<file path="src/hw/rtl/lfs_pkg.sv">
// Shared types and constants of the line follower steering unit.
// Used by the controller, the datapath and the top level. No dependencies.
`timescale 1ns / 1ps

package lfs_pkg;

  localparam int unsigned CfgIdxW   = 3;
  localparam int unsigned CfgDataW  = 10;
  localparam int unsigned SensorW   = 4;
  localparam int unsigned TargetW   = 20;
  localparam int unsigned TicksW    = 32;
  localparam int unsigned CrossW    = 5;
  localparam int unsigned NumW      = 26;
  localparam int unsigned QuotW     = 18;
  localparam int unsigned DivSteps  = 13;
  localparam int unsigned StepW     = 4;
  localparam int unsigned InDataW   = 8;
  localparam int unsigned OutDataW  = 80;

  localparam logic [CrossW-1:0] CrossMax = 5'd31;
  localparam logic [7:0] RstRightAngle = 8'd80;
  localparam logic [7:0] RstLarge      = 8'd65;
  localparam logic [7:0] RstRecover    = 8'd40;
  localparam logic [7:0] RstSmall      = 8'd15;
  localparam logic [9:0] RstBase       = 10'd250;
  localparam logic [7:0] RstLimit      = 8'd50;

  typedef enum logic [CfgIdxW-1:0] {
    CfgRightAngle  = 3'd0,
    CfgLarge       = 3'd1,
    CfgRecover     = 3'd2,
    CfgSmall       = 3'd3,
    CfgBase        = 3'd4,
    CfgLimit       = 3'd5
  } lfs_cfg_e;

  typedef enum logic [1:0] {
    StIdle,
    StMul,
    StDiv,
    StHold
  } lfs_state_e;

  typedef struct packed {
    logic load;
    logic mul;
    logic step;
    logic out_load;
  } lfs_cmd_t;

  typedef struct packed {
    logic out_free;
  } lfs_sts_t;

endpackage

</file>
<file path="src/hw/rtl/lfs_ctrl.sv">
// Sequencer of the line follower steering unit: accept, multiply, divide, output.
// Depends on lfs_pkg.
`timescale 1ns / 1ps

module lfs_ctrl (
  input  logic              clk_i,
  input  logic              rst_ni,
  input  logic              in_valid_i,
  output logic              in_ready_o,
  input  lfs_pkg::lfs_sts_t sts_i,
  output lfs_pkg::lfs_cmd_t cmd_o
);
  import lfs_pkg::*;

  lfs_state_e state_q, state_d;
  logic [StepW-1:0] step_q, step_d;
  logic last_step;

  assign last_step = (step_q == StepW'(DivSteps - 1));

  always_ff @(posedge clk_i or negedge rst_ni) begin
    if (!rst_ni) begin
      state_q <= StIdle;
      step_q  <= '0;
    end else begin
      state_q <= state_d;
      step_q  <= step_d;
    end
  end

  always_comb begin
    state_d = state_q;
    step_d  = step_q;
    unique case (state_q)
      StIdle: begin
        if (in_valid_i) state_d = StMul;
      end
      StMul: begin
        state_d = StDiv;
        step_d  = '0;
      end
      StDiv: begin
        step_d = step_q + 1'b1;
        if (last_step) state_d = StHold;
      end
      StHold: begin
        if (sts_i.out_free) state_d = StIdle;
      end
      default: state_d = StIdle;
    endcase
  end

  always_comb begin
    cmd_o      = '0;
    in_ready_o = 1'b0;
    unique case (state_q)
      StIdle: begin
        in_ready_o = 1'b1;
        cmd_o.load = in_valid_i;
      end
      StMul:  cmd_o.mul = 1'b1;
      StDiv:  cmd_o.step = 1'b1;
      StHold: cmd_o.out_load = sts_i.out_free;
      default: cmd_o = '0;
    endcase
  end

endmodule

</file>
<file path="src/hw/rtl/lfs_dp.sv">
// Datapath: tracking state, turn mapping, speed multiply, radix-4 divider, output word.
// Depends on lfs_pkg; driven by lfs_ctrl.
`timescale 1ns / 1ps

module lfs_dp #(
  parameter int unsigned ARM_DELAY_TICKS  = 800,
  parameter int unsigned CROSS_HOLD_TICKS = 20
) (
  input  logic                          clk_i,
  input  logic                          rst_ni,
  input  logic                          cfg_we_i,
  input  logic [lfs_pkg::CfgIdxW-1:0]   cfg_idx_i,
  input  logic [lfs_pkg::CfgDataW-1:0]  cfg_wdata_i,
  input  logic [lfs_pkg::SensorW-1:0]   sensor_bits_i,
  input  logic                          start_req_i,
  input  lfs_pkg::lfs_cmd_t             cmd_i,
  output lfs_pkg::lfs_sts_t             sts_o,
  output logic                          out_valid_o,
  input  logic                          out_ready_i,
  output logic [lfs_pkg::OutDataW-1:0]  out_data_o
);
  import lfs_pkg::*;

  localparam int unsigned ArmW = $clog2(ARM_DELAY_TICKS + 1);
  localparam logic [ArmW-1:0]   ArmMax  = ArmW'(ARM_DELAY_TICKS);
  localparam logic [CrossW-1:0] HoldMax = CrossW'(CROSS_HOLD_TICKS);

  localparam logic [3:0] PatCross    = 4'd0;
  localparam logic [3:0] PatR1       = 4'd1;
  localparam logic [3:0] PatR2       = 4'd3;
  localparam logic [3:0] PatL1       = 4'd8;
  localparam logic [3:0] PatL2       = 4'd12;
  localparam logic [3:0] PatLargeR   = 4'd7;
  localparam logic [3:0] PatLargeL   = 4'd14;
  localparam logic [3:0] PatSmallR   = 4'd11;
  localparam logic [3:0] PatSmallL   = 4'd13;
  localparam logic [3:0] PatLost     = 4'd15;
  localparam logic [3:0] PatStraight = 4'd9;

  // configuration
  logic [7:0] right_angle_q, large_q, recover_q, small_q, limit_q;
  logic [9:0] base_q;

  // tracking state
  logic              running_q, running_d;
  logic              finish_q, finish_d;
  logic [TicksW-1:0] ticks_q, ticks_d;
  logic [ArmW-1:0]   arm_q, arm_d;
  logic [CrossW-1:0] cross_q, cross_d;
  logic [3:0]        last_q, last_d;

  // per-word working registers
  logic signed [8:0] turn_q, turn_d;
  logic [7:0]        mag_q, mag_d;
  logic              zero_q, zero_d;
  logic              bzero_q, bzero_d;
  logic [NumW-1:0]   num_q, num_d;
  logic [7:0]        rem_q, rem_d;
  logic [17:0]       prod;

  logic                out_valid_q;
  logic [OutDataW-1:0] out_data_q, out_data_d;

  function automatic logic signed [8:0] turn_for(input logic [3:0] pat, input logic [3:0] prev,
                                                 input logic [7:0] ra, input logic [7:0] lg,
                                                 input logic [7:0] rc, input logic [7:0] sm);
    logic signed [8:0] t;
    t = '0;
    unique case (pat)
      PatR1, PatR2:       t = $signed({1'b0, ra});
      PatL1, PatL2:       t = -$signed({1'b0, ra});
      PatLargeR:          t = $signed({1'b0, lg});
      PatLargeL:          t = -$signed({1'b0, lg});
      PatSmallR:          t = $signed({1'b0, sm});
      PatSmallL:          t = -$signed({1'b0, sm});
      PatLost: begin
        priority if (prev == PatSmallR) t = $signed({1'b0, rc});
        else if (prev == PatSmallL)     t = -$signed({1'b0, rc});
        else if (prev == PatLargeR)     t = $signed({1'b0, lg});
        else if (prev == PatLargeL)     t = -$signed({1'b0, lg});
        else                            t = '0;
      end
      default:            t = '0;
    endcase
    return t;
  endfunction

  always_ff @(posedge clk_i or negedge rst_ni) begin
    if (!rst_ni) begin
      right_angle_q <= RstRightAngle;
      large_q       <= RstLarge;
      recover_q     <= RstRecover;
      small_q       <= RstSmall;
      base_q        <= RstBase;
      limit_q       <= RstLimit;
    end else if (cfg_we_i) begin
      unique case (cfg_idx_i)
        CfgRightAngle: right_angle_q <= cfg_wdata_i[7:0];
        CfgLarge:      large_q       <= cfg_wdata_i[7:0];
        CfgRecover:    recover_q     <= cfg_wdata_i[7:0];
        CfgSmall:      small_q       <= cfg_wdata_i[7:0];
        CfgBase:       base_q        <= cfg_wdata_i;
        CfgLimit:      limit_q       <= cfg_wdata_i[7:0];
        default: ;
      endcase
    end
  end

  // tick update, evaluated on the accepted word
  always_comb begin
    logic run_s;
    logic [ArmW-1:0] arm_n;
    logic [CrossW-1:0] cross_n;
    logic signed [8:0] t;
    run_s     = running_q | start_req_i;
    running_d = run_s;
    finish_d  = start_req_i ? 1'b0 : finish_q;
    ticks_d   = ticks_q;
    arm_d     = '0;
    cross_d   = '0;
    last_d    = last_q;
    zero_d    = 1'b1;
    arm_n     = arm_q;
    cross_n   = cross_q;
    t = turn_for(sensor_bits_i, last_q, right_angle_q, large_q, recover_q, small_q);
    if (run_s) begin
      ticks_d = ticks_q + 1'b1;
      if (arm_q < ArmMax) arm_n = arm_q + 1'b1;
      arm_d   = arm_n;
      cross_d = cross_q;
      zero_d  = 1'b0;
      if (arm_n >= ArmMax) begin
        if (sensor_bits_i == PatCross) begin
          if (cross_q < CrossMax) cross_n = cross_q + 1'b1;
          cross_d = cross_n;
          if (cross_n > HoldMax) begin
            running_d = 1'b0;
            finish_d  = 1'b1;
            arm_d     = '0;
            cross_d   = '0;
            zero_d    = 1'b1;
          end
        end else begin
          cross_d = '0;
        end
      end
      if (!zero_d && sensor_bits_i != PatLost) last_d = sensor_bits_i;
    end
    turn_d  = zero_d ? '0 : t;
    mag_d   = turn_d[8] ? 8'(-turn_d) : turn_d[7:0];
    bzero_d = zero_d | (limit_q == 8'd0) | (mag_d >= limit_q);
  end

  always_ff @(posedge clk_i or negedge rst_ni) begin
    if (!rst_ni) begin
      running_q <= 1'b0;
      finish_q  <= 1'b0;
      ticks_q   <= '0;
      arm_q     <= '0;
      cross_q   <= '0;
      last_q    <= PatStraight;
    end else if (cmd_i.load) begin
      running_q <= running_d;
      finish_q  <= finish_d;
      ticks_q   <= ticks_d;
      arm_q     <= arm_d;
      cross_q   <= cross_d;
      last_q    <= last_d;
    end
  end

  assign prod = {8'b0, base_q} * {10'b0, 8'(limit_q - mag_q)};

  // restoring divide, two quotient bits a cycle, quotient shifts into num_q
  always_comb begin
    logic [7:0] r;
    logic [NumW-1:0] n;
    logic [8:0] t;
    r = rem_q;
    n = num_q;
    for (int i = 0; i < 2; i++) begin
      t = {r, n[NumW-1]};
      if (t >= {1'b0, limit_q}) begin
        r = 8'(t - {1'b0, limit_q});
        n = {n[NumW-2:0], 1'b1};
      end else begin
        r = t[7:0];
        n = {n[NumW-2:0], 1'b0};
      end
    end
    rem_d = r;
    num_d = n;
  end

  always_comb begin
    logic [QuotW-1:0] bq;
    logic [TargetW-1:0] bw, tw, left, right;
    bq    = bzero_q ? '0 : num_q[QuotW-1:0];
    bw    = {2'b0, bq};
    tw    = {{3{turn_q[8]}}, turn_q, 8'b0};
    left  = zero_q ? '0 : bw - tw;
    right = zero_q ? '0 : bw + tw;
    out_data_d = {6'b0, ticks_q, finish_q, running_q, right, left};
  end

  always_ff @(posedge clk_i) begin
    if (cmd_i.load) begin
      turn_q  <= turn_d;
      mag_q   <= mag_d;
      zero_q  <= zero_d;
      bzero_q <= bzero_d;
    end
    if (cmd_i.mul) begin
      num_q <= {prod, 8'b0};
      rem_q <= '0;
    end else if (cmd_i.step) begin
      num_q <= num_d;
      rem_q <= rem_d;
    end
    if (cmd_i.out_load) out_data_q <= out_data_d;
  end

  always_ff @(posedge clk_i or negedge rst_ni) begin
    if (!rst_ni) begin
      out_valid_q <= 1'b0;
    end else if (cmd_i.out_load) begin
      out_valid_q <= 1'b1;
    end else if (out_ready_i) begin
      out_valid_q <= 1'b0;
    end
  end

  assign sts_o.out_free = !out_valid_q || out_ready_i;
  assign out_valid_o    = out_valid_q;
  assign out_data_o     = out_data_q;

endmodule

</file>
<file path="src/hw/rtl/line_follower_steering_unit.sv">
// Top level of the line follower steering unit: controller plus datapath.
// Depends on lfs_pkg, lfs_ctrl and lfs_dp.
`timescale 1ns / 1ps

// One input word per millisecond tick gives one output word with both wheel targets
// (mm/s, 8 fraction bits), the run and finish flags and the run tick count. A word is
// accepted, passes the speed multiply and the two-bit-a-cycle divider that scales the
// cruise speed by the forward limit, and is loaded into the output register once it
// is free; no new word is taken before that load. The result may wait in the output
// register while the next word is already being worked on. Start in a word takes
// effect on that same tick. Configuration must be written by the plain write port
// only while idle; the unit does not enforce it, and ignores writes to unused indexes.
module line_follower_steering_unit #(
  parameter int unsigned ARM_DELAY_TICKS  = 800,
  parameter int unsigned CROSS_HOLD_TICKS = 20
) (
  input  logic                          clk_i,
  input  logic                          rst_ni,
  input  logic                          cfg_we_i,
  input  logic [lfs_pkg::CfgIdxW-1:0]   cfg_idx_i,
  input  logic [lfs_pkg::CfgDataW-1:0]  cfg_wdata_i,
  input  logic                          s_axis_tvalid,
  output logic                          s_axis_tready,
  // [3:0] sensor_bits, [4] start_req, [7:5] zero
  input  logic [lfs_pkg::InDataW-1:0]   s_axis_tdata,
  output logic                          m_axis_tvalid,
  input  logic                          m_axis_tready,
  // [19:0] left_target, [39:20] right_target, [40] is_running, [41] finished,
  // [73:42] elapsed_ms, [79:74] zero
  output logic [lfs_pkg::OutDataW-1:0]  m_axis_tdata
);
  import lfs_pkg::*;

  lfs_cmd_t cmd;
  lfs_sts_t sts;

  lfs_ctrl u_ctrl (
    .clk_i      (clk_i),
    .rst_ni     (rst_ni),
    .in_valid_i (s_axis_tvalid),
    .in_ready_o (s_axis_tready),
    .sts_i      (sts),
    .cmd_o      (cmd)
  );

  lfs_dp #(
    .ARM_DELAY_TICKS  (ARM_DELAY_TICKS),
    .CROSS_HOLD_TICKS (CROSS_HOLD_TICKS)
  ) u_dp (
    .clk_i         (clk_i),
    .rst_ni        (rst_ni),
    .cfg_we_i      (cfg_we_i),
    .cfg_idx_i     (cfg_idx_i),
    .cfg_wdata_i   (cfg_wdata_i),
    .sensor_bits_i (s_axis_tdata[SensorW-1:0]),
    .start_req_i   (s_axis_tdata[SensorW]),
    .cmd_i         (cmd),
    .sts_o         (sts),
    .out_valid_o   (m_axis_tvalid),
    .out_ready_i   (m_axis_tready),
    .out_data_o    (m_axis_tdata)
  );

endmodule

</file>
<file path="config.mk">
export PLATFORM = sky130hd
export DESIGN_NAME = line_follower_steering_unit
export DESIGN_NICKNAME = d
export VERILOG_FILES = /design/src/hw/rtl/lfs_pkg.sv /design/src/hw/rtl/lfs_ctrl.sv /design/src/hw/rtl/lfs_dp.sv /design/src/hw/rtl/line_follower_steering_unit.sv
export SDC_FILE = /design/constraint.sdc
export NUM_CORES = 1
export LEC_CHECK = 0
export BUFFER_PORTS_ARGS = -buffer_cell sky130_fd_sc_hd__buf_4
export CORE_MARGIN = 2
export CORE_UTILIZATION = 50
export DETAILED_ROUTE_END_ITERATION = 12
export PLACE_DENSITY_LB_ADDON = 0.15
export RECOVER_POWER = 100
export SKIP_CTS_REPAIR_TIMING = 1
export SYNTH_ARGS = -nofsm -noshare
export SYNTH_HDL_FRONTEND = slang
export SYNTH_HIERARCHICAL = 1
export SYNTH_SLANG_ARGS = --single-unit
</file>
<file path="constraint.sdc">
create_clock -name clk_i -period 9 [get_ports clk_i]
set_input_delay 1.35 -clock clk_i [delete_from_list [all_inputs] [get_ports clk_i]]
set_output_delay 1.35 -clock clk_i [all_outputs]
set_load 0.01 [all_outputs]
</file>
==> reports/qor.csv, run 1 <==
stage,metric,value,unit
synth,postSynthRegisterBits,227,
clock_tree,cts_root_buf,clkbuf_16,
synth,share_of_the_synthesized_area_in_compound_gates_ao_oa_aoi_oai,0.1252,
detailed_routing,residual_antenna_violating_net_count_after_detailed_routing,0,
global_route,grt_max_degree,62,
synth,synth_edf_count,101,
global_route,grt.total_usage,0.2110,
cells_and_area,num_antenna_cells,0,
sta,finalSetupViolCount,0,
sta,tightestPinTransition,3.277,ns
sta,finalMaxSlewViolations,270,
cells_and_area,register_area,6132,µm²
detailed_routing,post-route-drc-count,0,
sta,final-hold-violation-count,0,
synth,synth-simple-area-share,0.1733,
synth,syn-instance-count,1543,
synth,synth_fa_ha_area_frac,0.1538,
synth,yosys-mux-area-fraction,0.04601,
place,io_buffer_count,98,
worst_setup_path,crit_path_max_cell_delay,0.80,ns
synth,synth.yosys.warnings,6,
floorplanning,die_width,180.2,µm
synth,yosys.area_share.xor_xnor,0.04964,
sta,relSlewSlack,-1.185,
floorplanning,initial_core_util,0.5076,
worst_setup_path,endpoint_kind,flip-flop,
worst_setup_path,critPathBufInv,3,
detailed_routing,first_pass_iters,5,
place,globalplace.congestion,0.8650,
synth,synthesis.area_per_instance,10.06,µm²
run,max_cap_violations,7,
clock_tree,cts_tree,done,
cells_and_area,fillCellCount,2797,
clock_tree,worst_skew_late_latency,0.54,ns
global_route,antenna_found_initial,0,
cells_and_area,mostFrequentLayoutCell,inv_1,
synth,synthArstFlopShare,0.4846,
detailed_routing,routed_via_density,5.604,
detailed_routing,route.detailed.wl_per_inst,16.65,µm
cells_and_area,multi_input_comb_area,8477,µm²
detailed_routing,route.met3.wl,1648,µm
worst_setup_path,start_kind,flip-flop,
synth,synthDistinctLibCells,98,
cells_and_area,finalNetCount,1806,
synth,ys.flop_type,edfxtp_1,
cells_and_area,syn2layout_area_growth,9.944,%
status,failed_checks,"capacitance limit, slew limit",
floorplanning,fp.dieH,180.2,µm
sta,finalWorstPathRequiredPeriod,7.207,ns
place,dpl.hpwl,25130,µm
cells_and_area,final_cell_mix,"inv_1 (151), nand2_1 (106), ha_1 (106), nor2_1 (106), edfxtp_1 (101)",
status,outcome,"complete, but fails checks",
global_route,first_global_vias,11400,
synth,mappedNetlistArea,15530,µm²
clock_tree,cts.clk_slew.worst_paths,0.06,ns
detailed_routing,detailroute.via_count,11420,
floorplanning,floorplan.rows,64,
sta,highest_attainable_clock_frequency,138.8,MHz
clock_tree,count_of_clock_tree_sinks,227,
detailed_routing,routed-wl-met2,15330,µm
worst_setup_path,critical_path_peak_fanout,10,
worst_setup_path,cp.required,9.27,ns
worst_setup_path,setup.worst_path.class,reg -> reg,
floorplanning,floorplan.core_area,30590,µm²
hold_path,hold_path.class,reg -> reg,
detailed_routing,route.layer.met1.wl,15950,µm
sta,finClkSkew,0.02036,ns
clock_tree,ctsLongestPathBuffers,3,
worst_setup_path,cpLargestDelayFamily,adder cells,
global_route,congestion_overflow_gr,0,
sta,layout_worst_path_cycle_share,0.8007,
floorplanning,io_pins,108,
cells_and_area,final_layout_size_suffix_gt1_frac,0.09324,
sta,timing.hold.ws,0.4546,ns
clock_tree,clock_tree.htree_level_count,1,
detailed_routing,routed_wirelength,33920,µm
worst_setup_path,worst_path_max_delay_cell,nor3_1,
detailed_routing,top_signal_layer_used,met4,
worst_setup_path,worstPathArrival,7.48,ns
clock_tree,cts_buffers,26,
sta,totalNegativeSetupSlack,0,ns
detailed_routing,detail_route.iter0.violations,781,
floorplanning,floorplan.die_area,32480,µm²
sta,grt_setup_unrepaired,false,
synth,synth_top_family_by_area,simple AND/OR/NAND/NOR gates,
synth,ys_seq_area_frac,0.3950,
global_route,grt_first_pass_wirelength,57570,µm
==> state kept, by name, summed over array words and instances (netlist names), 2 cells and up <==
signal	count
u_dp/num_q	26
u_dp/ticks_q	32
u_dp/base_q	10
u_dp/last_q	4
u_dp/out_data_o	65
u_dp/cross_q	5
u_dp/limit_q	8
u_dp/small_q	8
u_dp/recover_q	8
u_ctrl/step_q	4
u_dp/rem_q	8
u_dp/arm_q	10
u_dp/mag_q	7
u_dp/right_angle_q	8
u_dp/turn_q	9
u_ctrl/state_q	2
u_dp/large_q	8
==> worst paths after layout <==
| kind | from | endpoint | slack [ns] | depth (start not counted) |
|---|---|---|---|---|
| max | u_dp/limit_q[1] | u_dp/num_q[25] | 1.79 | 25 |
| min | u_dp/ticks_q[21] | u_dp/out_data_o[63] | 0.45 | 0 |
| max reg2reg | u_dp/limit_q[1] | u_dp/num_q[25] | 1.79 | 25 |
| min reg2reg | u_dp/ticks_q[21] | u_dp/out_data_o[63] | 0.45 | 0 |
| max in group asynchronous | rst_ni | u_dp/ticks_q[7] | 3.25 | 2 |
| min in group asynchronous | rst_ni | u_dp/right_angle_q[1] | 1.65 | 1 |
==> worst register-to-register path, delay by kind of cell, from the launching register on <==
kind | cells | cell delay [ns]
and+or+nand+nor | 3 | 1.17
xor gates and xnor gates | 1 | 0.16
buffers and inverters | 3 | 0.15
DFF | 1 | 0.69
AOI/OAI and AO/OA | 12 | 2.18
adders and majority gates | 6 | 2.61
==> logic make-up after synthesis <==
group	Yosys count
simple gates	505
compound gates	285
flops	227
buf+inv	213
fa+ha+maj	159
xor+xnor	88
mux	65
other cells	1
==> per-stage QoR <==
step | instances | area, µm² | util | setup WS (ns)
after floorplan | 1548 | 15540 | - | 2.786
after global placement | 1989 | 16530 | 0.5403 | 1.931
after detailed placement | 1989 | 16530 | 0.5403 | 1.879
after CTS | 2037 | 17450 | 0.5706 | 1.860
after global routing | 2037 | 17070 | 0.5580 | 1.221
final | 2037 | 17070 | 0.5580 | 1.793
==> synthesized netlist by cell type (all sizes together) (6+ instances only) <==
master,number,area (µm²)
nor2b,32,200.2
and2,67,419.2
nand3b,7,52.55
o211ai,7,52.55
nor4,11,75.07
buf,25,177.7
edfxtp,101,3033
o21a,7,52.55
nand3,43,220.2
ha,106,1326
and3b,10,87.58
a31oi,8,50.05
inv,151,566.8
dfrtp,89,2227
fa,53,1061
mux2i,14,140.1
dfstp,21,551.8
nand4b,7,67.56
a21oi,53,272.8
and3,13,81.33
a211oi,17,132.6
nand2b,27,168.9
a21o,12,90.09
nand4,8,50.05
dfxtp,16,320.3
xor2,32,280.3
nor3,29,155.2
o31ai,13,97.59
xnor2,56,490.5
or3,13,81.33
o21ai,82,410.4
nand2,106,397.9
a21boi,11,82.58
clkbuf,36,135.1
a22oi,6,45.04
a221oi,6,65.06
nor2,107,404.1
mux2,51,574.3
==> routing by layer <==
metal  track usage  vias up
li1              -     5554
met1        0.2961     5527
met2        0.3398      270
met3       0.03011       65
met4       0.06516        0
met5             0        -
==> area by class of cell <==
cell class | count | share of cell area
multi-input combinational | 1108 | 0.4966
sequential | 227 | 0.3592
clock buffer | 32 | 0.04369
inverter | 152 | 0.03342
tap | 396 | 0.02903
timing repair buffer | 106 | 0.02749
clock inverter | 16 | 0.01055
Power of run 1 is left out: the tool's default activity adds up to more than one toggle a clock period on the data nets, which glitch-free logic cannot reach.
==> run 2, diff against run 1 <==
Clock period 9 ns to 6.5 ns, I/O delays scaled along.
==> run 2 against run 1 <==
Compared with the run above: the flow still finishes with violations (capacitance limit, slew limit); global-route usage rose by 0.20 points; register-to-register slack got worse by 1.4 ns; final cell count rose by 0.64%; setup slack got worse by 1.4 ns; sequential cell count did not move; wire length rose by 2.4%; final area rose by 0.75%; sequential share of layout area fell by 0.27 points; critical path type unchanged; highest routed layer unchanged.
==> reports/qor.csv, run 2 (synthesis gave the netlist of run 1 again) <==
stage,metric,value,unit
worst_setup_path,worst_path_max_delay_cell,dfstp_1,
sta,tightestPinTransition,2.335,ns
place,io_buffer_count,98,
clock_tree,cts_root_buf,clkbuf_16,
floorplanning,fp.dieH,180.2,µm
sta,highest_attainable_clock_frequency,164.5,MHz
floorplanning,io_pins,108,
sta,finalWorstPathRequiredPeriod,6.081,ns
detailed_routing,detailroute.via_count,11440,
sta,finClkSkew,0.01718,ns
floorplanning,floorplan.die_area,32480,µm²
global_route,congestion_overflow_gr,0,
floorplanning,floorplan.rows,64,
run,max_cap_violations,7,
cells_and_area,final_layout_size_suffix_gt1_frac,0.1004,
global_route,first_global_vias,11190,
detailed_routing,routed_via_density,5.582,
sta,layout_worst_path_cycle_share,0.9355,
global_route,grt_use_met1,0.3079,
clock_tree,ctsLongestPathBuffers,3,
global_route,antenna_found_initial,0,
cells_and_area,finalNetCount,1819,
worst_setup_path,crit_path_max_cell_delay,0.54,ns
hold_path,min_delay_path_depth,0,
sta,final-hold-violation-count,0,
clock_tree,cts_buffers,26,
worst_setup_path,cpLargestDelayFamily,adder cells,
worst_setup_path,worstPathArrival,6.36,ns
worst_setup_path,setup.worst_path.class,reg -> reg,
global_route,grt_first_pass_wirelength,57930,µm
sta,grt_setup_unrepaired,false,
detailed_routing,first_pass_iters,5,
hold_path,hold_path_end,u_dp/out_data_o[63],
floorplanning,initial_core_util,0.5076,
sta,totalNegativeSetupSlack,0,ns
cells_and_area,mostFrequentLayoutCell,inv_1,
global_route,grt_max_degree,68,
floorplanning,floorplan.core_area,30590,µm²
cells_and_area,final_cell_mix,"inv_1 (151), nand2_1 (106), ha_1 (105), nor2_1 (105), edfxtp_1 (101)",
worst_setup_path,cp.required,6.78,ns
global_route,groute.layer.met2.usage,0.3424,
sta,finalMaxSlewViolations,235,
sta,finalSetupViolCount,0,
worst_setup_path,launch_instance_of_the_worst_register_to_register_path,u_dp/limit_q[1],
worst_setup_path,endpoint_kind,flip-flop,
detailed_routing,routed_wirelength,34730,µm
clock_tree,cts_tree,done,
detailed_routing,post-route-drc-count,0,
hold_path,worstHoldStart,u_dp/ticks_q[21],
worst_setup_path,crit_path_cells,"ha_1, nor2b_1, o21ai_2, a21boi_1, o21ai_1, a21boi_1, o21a_1, nor3_2, buf_4, and3b_1, fa_1, fa_1, fa_1, inv_1, fa_1, inv_1, ha_1, nor3_1, o21ai_0, a31o_2, a211o_1, a32o_1",
status,outcome,"complete, but fails checks",
place,dpl.hpwl,25320,µm
detailed_routing,route.detailed.wl_per_inst,16.94,µm
clock_tree,worst_skew_late_latency,0.54,ns
status,failed_checks,"capacitance limit, slew limit",
worst_setup_path,timing.critical_path.mode_cell,fa_1,
worst_setup_path,timing.rr.end,u_dp/num_q[20],
clock_tree,cts.clk_slew.worst_paths,0.06,ns
worst_setup_path,r2r_slack,0.42,ns
worst_setup_path,critPathBufInv,3,
detailed_routing,detail_route.iter0.violations,724,
hold_path,hold_path.class,reg -> reg,
global_route,grt.total_usage,0.2129,
clock_tree,count_of_clock_tree_sinks,227,
place,dpl_worst_slack,0.04147,ns
detailed_routing,residual_antenna_violating_net_count_after_detailed_routing,0,
clock_tree,clock_tree.htree_level_count,1,
place,globalplace.congestion,0.8863,
cells_and_area,layout.core_utilization,0.5622,
global_route,global_route.usage.met3,0.02304,
worst_setup_path,critical_path_peak_fanout,5,
place,place.detailed.instances,2000,
floorplanning,die_width,180.2,µm
sta,fin_ws,0.4192,ns
cells_and_area,num_antenna_cells,0,
cells_and_area,syn2layout_area_growth,10.77,%
global_route,grt.busiest_layer,met2,
sta,relSlewSlack,-0.5568,
worst_setup_path,start_kind,flip-flop,
cells_and_area,stdcell_count,2050,
cells_and_area,largest_reg_flops,65,
worst_setup_path,worst-r2r-cell-count,22,
run 2: worst reg2reg max path, cell delays in order, from the launching register on:
cell and delay, ns:
dfstp_1 0.54, ha_1 0.24, nor2b_1 0.14, o21ai_2 0.14, a21boi_1 0.10, o21ai_1 0.17, a21boi_1 0.11, o21a_1 0.20
nor3_2 0.19, buf_4 0.16, and3b_1 0.19, fa_1 0.50, fa_1 0.52, fa_1 0.54, inv_1 0.05, fa_1 0.53
inv_1 0.04, ha_1 0.25, nor3_1 0.19, o21ai_0 0.19, a31o_2 0.28, a211o_1 0.30, a32o_1 0.25
run 2: layer usage:
metal | share of wire | vias to the layer above
li1 | - | 5581
met1 | 0.48 | 5509
met2 | 0.45 | 295
met3 | 0.051 | 58
met4 | 0.025 | 0
met5 | 0 | -
run 2: layout make-up:
class                           instances  area, µm²
Inverter                              152      570.5
Multi-Input combinational cell       1108       8491
Fill cell                            2809      13390
Clock buffer                           32      703.2
Clock inverter                         16      230.2
Timing Repair Buffer                  119      575.6
Sequential cell                       227       6132
Tap cell                              396      495.5
run 2: worst max-delay path by stage:
stage / startpoint / endpoint / cells after the start
final: u_dp/limit_q[1] / u_dp/num_q[20] / 22
after global placement: u_dp/limit_q[1] / u_dp/num_q[25] / 25
after floorplan: u_dp/limit_q[1] / u_dp/num_q[25] / 25
after detailed placement: u_dp/limit_q[1] / u_dp/num_q[25] / 25
after global routing: u_dp/limit_q[1] / u_dp/num_q[25] / 23
after CTS: u_dp/limit_q[1] / u_dp/num_q[25] / 25
run 2: stage by stage:
step | hold WS, ns | cell area (µm²)
2_1_floorplan | 0.4249 | 15540
3_5_place_dp | 0.4426 | 16610
4_1_cts | 0.4321 | 17540
6_report | 0.4530 | 17200
5_1_grt | 0.4732 | 17200
3_3_place_gp | 0.4348 | 16610
Power of run 2 is left out for the same reason.
